### src/sv/ptg_ram.sv
// generic ram, one write port, two registered read ports with shared enable
`timescale 1ns / 1ps
`default_nettype none

module ptg_ram #(
  parameter int Width = 8,
  parameter int Depth = 16
) (
  input  wire logic                     clk_i,
  input  wire logic                     we_i,
  input  wire logic [$clog2(Depth)-1:0] waddr_i,
  input  wire logic [Width-1:0]         wdata_i,
  input  wire logic                     re_i,
  input  wire logic [$clog2(Depth)-1:0] raddr_a_i,
  input  wire logic [$clog2(Depth)-1:0] raddr_b_i,
  output logic      [Width-1:0]         rdata_a_o,
  output logic      [Width-1:0]         rdata_b_o
);

  logic [Width-1:0] mem_q [Depth];

  always_ff @(posedge clk_i) begin
    if (we_i) begin
      mem_q[waddr_i] <= wdata_i;
    end
    if (re_i) begin
      rdata_a_o <= mem_q[raddr_a_i];
      rdata_b_o <= mem_q[raddr_b_i];
    end
  end

endmodule

`default_nettype wire

### config.mk
export PLATFORM = sky130hd
export DESIGN_NAME = ptg_ram
export DESIGN_NICKNAME = d
export VERILOG_FILES = /design/src/sv/ptg_ram.sv
export SDC_FILE = /design/constraint.sdc
export NUM_CORES = 1
export LEC_CHECK = 0
export ABC_AREA = 0
export BUFFER_PORTS_ARGS = -buffer_cell sky130_fd_sc_hd__buf_4
export CORE_UTILIZATION = 30
export CTS_CLUSTER_DIAMETER = 60
export CTS_CLUSTER_SIZE = 14
export DETAILED_ROUTE_END_ITERATION = 6
export PLACE_DENSITY = 0.52
export SETUP_SLACK_MARGIN = 0.2
export SLEW_MARGIN = 20
export SYNTH_ARGS = -nofsm -noshare
export SYNTH_HDL_FRONTEND = slang
export SYNTH_SLANG_ARGS = --single-unit
### constraint.sdc
create_clock -name clk_i -period 2.95 [get_ports clk_i]
set_input_delay 0.1475 -clock clk_i [delete_from_list [all_inputs] [get_ports clk_i]]
set_output_delay 0.1475 -clock clk_i [all_outputs]
set_load 0.05 [all_outputs]
# Word level (Yosys, flattened, before mapping)
# Memory sizes are Yosys's and may differ from the RTL's. A register that Yosys moved wholly into a read port is not among the register bits.
# Index checks and enable logic that the tools add are counted.
# totals
register_bits,0
ram_bits,128
inputBits,23
output_inout_bits,16
elab_cells,3
memories,1
# memory_table
memory,words,word_bits,rd,rd_clocked_by_memory_dff,write_ports,line_no,source
mem_q,16,8,2,2,1,20,logic [Width-1:0] mem_q [Depth];
# classes
muxes,2
# ops
operator,n
1-bit two-way mux,2

# Logic depth before layout (Yosys ltp)
# depth
depth_word,2
depth_mapped,5

# Least setup slack after synthesis
# OpenSTA, ideal clock, no wires.
# synth_path
path_kind,input port to flip-flop
start,in waddr_i[2]
end,mem mem_q[0][0] (enable)
setup_ns,0.383
arrival_ns,1.257
required_ns,2.567
setup_slack_ns,1.310
cell_stages,2
n_path_buf,0
path_cell_list,or3b_2 -> nor3_1
# synth_rtl
element,line_no,source
"start, declared",11,"input wire logic [$clog2(Depth)-1:0] waddr_i,"
"end, declared",20,
# Straight into the memory's write port.

==> flow_summary.ini <==
[synth]
synth_top_area_share_pct = 66.46
avgSynthCellArea_um2 = 21.19
synth_top_area_cell = edfxtp_1
netlist_top_cells_area = edfxtp_1, mux4_2, mux4_1, a22oi_1, buf_6
yosysSeqAreaShare_pct = 66.46
yosys_register_bits = 144
synth_cells = 307
ys.warnings.count = 0
netlist-cell-type-count = 19
synth_area_um2 = 6506
syn_nets = 330

[timing]
min_period_over_period_pct = 52.78
setup_viol = 0
fin_skew_ns = 0.003859
slew_headroom_pct = 31.68
postLayoutSetupSlackWorst_ns = 1.393
hold_viol = 0
rsz0062_at_grt = no
final.min_clock_period_ns = 1.557
fmaxAchievable_mhz = 642.2
tns_ns = 0
worstMarginPinSlew_ns = 1.021
drv_slew = 0

[power]
cellPowerDensity_nw_per_um2 = 631.5
p_int_uw = 3789
peakVddDrop_mv = 0.3469
combPwrFrac_pct = 8.4
clkPwrFrac_pct = 43.0
power.share.sequential_pct = 48.6
p_switching_uw = 1034
swShare_pct = 21.44
power.leakage_uw = 0.002561

[global_route]
grt_first_pass_wirelength_mm = 23.00
grt_overflow = 0
grt_pass1_vias = 3645
grt_util_all_layers_pct = 15.22
antenna_found_initial = 0
grt_max_degree = 33

[critical_path]
endpoint_kind = flip-flop
critical_path_class = reg2reg
cp_slowest_cell = mux4_4
startpoint_type = flip-flop
cp_data_required_time_ns = 3.12
cp_max_fo = 2
cp_cell_sequence = mux4_4 -> a22oi_1 -> nand2_1
crit_family = multiplexers
cpPeakStageDelay_ns = 0.60
critPathArrivalTime_ns = 1.72
cp_num_buf_inv = 0

[routing]
wl_met2_mm = 8.002
wl_met3_um = 718
wirelength_met1_mm = 6.602
top_layer_used = met4
routed_wl_mm = 15.73
vias = 3397
drc = 0
drtIter0Drc = 315
detail-route-antenna-nets = 0
wl_per_cell_um = 24.31
routed_via_density = 5.250
first_pass_iters = 5

[final_layout]
stdcell_count = 647
syn2layout_area_growth_pct = 17.38
drive_above_1_share_pct = 29.84
num-nets-final = 382
diodes = 0
fin_area_um2 = 7637

[floorplan]
core-area_um2 = 21150
die-area_um2 = 22280
start_util_pct = 30.76
fp-row-count = 53
dieWidth_um = 149.3
num_io_pins = 39
die_y_um = 149.3

[cts]
cts_tree = yes
cts.sinks = 144
post_cts_buffers = 0
clockBufferDepth = 2
cts-root-buf = clkbuf_16
h-tree-depth = 4
cts_hold_buf = 0
cts.reportedPaths.clkPinSlew_ns = 0.05
numCtsBuffers = 17
cts_resized = 0
clock_latency_ns = 0.42

[placement]
numPlacedInstances = 615
io_buffers = 38
place_ws_ns = 0.9437
dp_hpwl_mm = 9.958
placed_area_um2 = 7076
place_congestion = 0.7432

[run]
drv_cap = 0

[worst_hold_path]
hp-class = in2reg

[run_status]
status = finished, final reports clean
layout make-up:
cell class / instances / area (µm²)
well taps: 275 / 344.1
flip-flops and latches: 144 / 4324
multi-input cells: 143 / 2009
repair buffers: 53 / 397.9
clock inverters: 10 / 117.6
fillers: 1948 / 13520
clock buffers: 22 / 444.2
power groups by stage:
stage	clock network (µW)	registers [µW]	logic, µW
after floorplan	0	2440	207
after global placement	0	2380	411
after detailed placement	0	2390	417
after CTS	2110	2340	417
after global routing	2200	2350	436
final	2070	2340	407
metal layers:
| layer | vias up | track usage, % |
|---|---|---|
| li1 | 1457 | - |
| met1 | 1803 | 18.92 |
| met2 | 106 | 24.98 |
| met3 | 31 | 3.486 |
| met4 | 0 | 7.449 |
| met5 | - | 0 |
stage by stage:
stage	hold WS [ns]	utilization [%]	total power, µW
after floorplan	0.2464	-	2648
after global placement	0.4588	33.45	2796
after detailed placement	0.4756	33.45	2802
after CTS	0.03543	36.10	4872
after global routing	0.04537	36.10	4985
final	0.03967	36.10	4823
final timing paths:
check | from | to | slack (ns) | cells past startpoint
max | mem_q[0][7]$_DFFE_PP_ | rdata_b_o[7]$_DFFE_PP_ | 1.39 | 3
min | wdata_i[0] | mem_q[12][0]$_DFFE_PP_ | 0.04 | 1
max reg2reg | mem_q[0][7]$_DFFE_PP_ | rdata_b_o[7]$_DFFE_PP_ | 1.39 | 3
min reg2reg | mem_q[14][1]$_DFFE_PP_ | rdata_b_o[1]$_DFFE_PP_ | 0.78 | 3
kinds of logic (layout without fill, tap and decap cells):
kind of cell	count (synthesis)	after routing	share of synthesized area [%]
compound gates	32	32	3.692
simple gates	47	47	3.346
buf+inv	20	85	2.654
flops	144	144	66.46
mux	64	64	23.85
sequential cells by signal, indices dropped and copies added, names as in the netlist:
| name | flops |
|---|---|
| mem_q | 128 |
| rdata_a_o | 8 |
| rdata_b_o | 8 |
cells in the mapped netlist:
master,count
buf_2,6
mux4_1,28
mux4_2,34
nand2b_1,2
a22oi_1,32
buf_6,6
nor2_1,14
edfxtp_1,144
buf_4,2
nand3_1,1
mux4_4,2
or3b_2,1
and2_1,2
nor3_1,4
and2b_1,2
nand2_1,17
nor2b_1,2
clkdlybuf4s25_2,6
nand3b_1,2
cell usage in the layout, fill, tap and decap left out:
cell type / count
a22oi_1: 32
and2_1: 2
and2b_1: 2
buf_4: 53
bufinv_16: 3
clkbuf_1: 5
clkbuf_16: 17
clkinv_1: 6
clkinv_2: 1
edfxtp_1: 144
mux4_1: 28
mux4_2: 34
mux4_4: 2
nand2_1: 17
nand2b_1: 2
nand3_1: 1
nand3b_1: 2
nor2_1: 14
nor2b_1: 2
nor3_1: 4
or3b_2: 1
worst register-to-register path: stages, from the launching register on:
cell and delay, ns:
edfxtp_1 0.39, mux4_4 0.60, a22oi_1 0.24, nand2_1 0.07
Power figures use the tool's default switching activity.
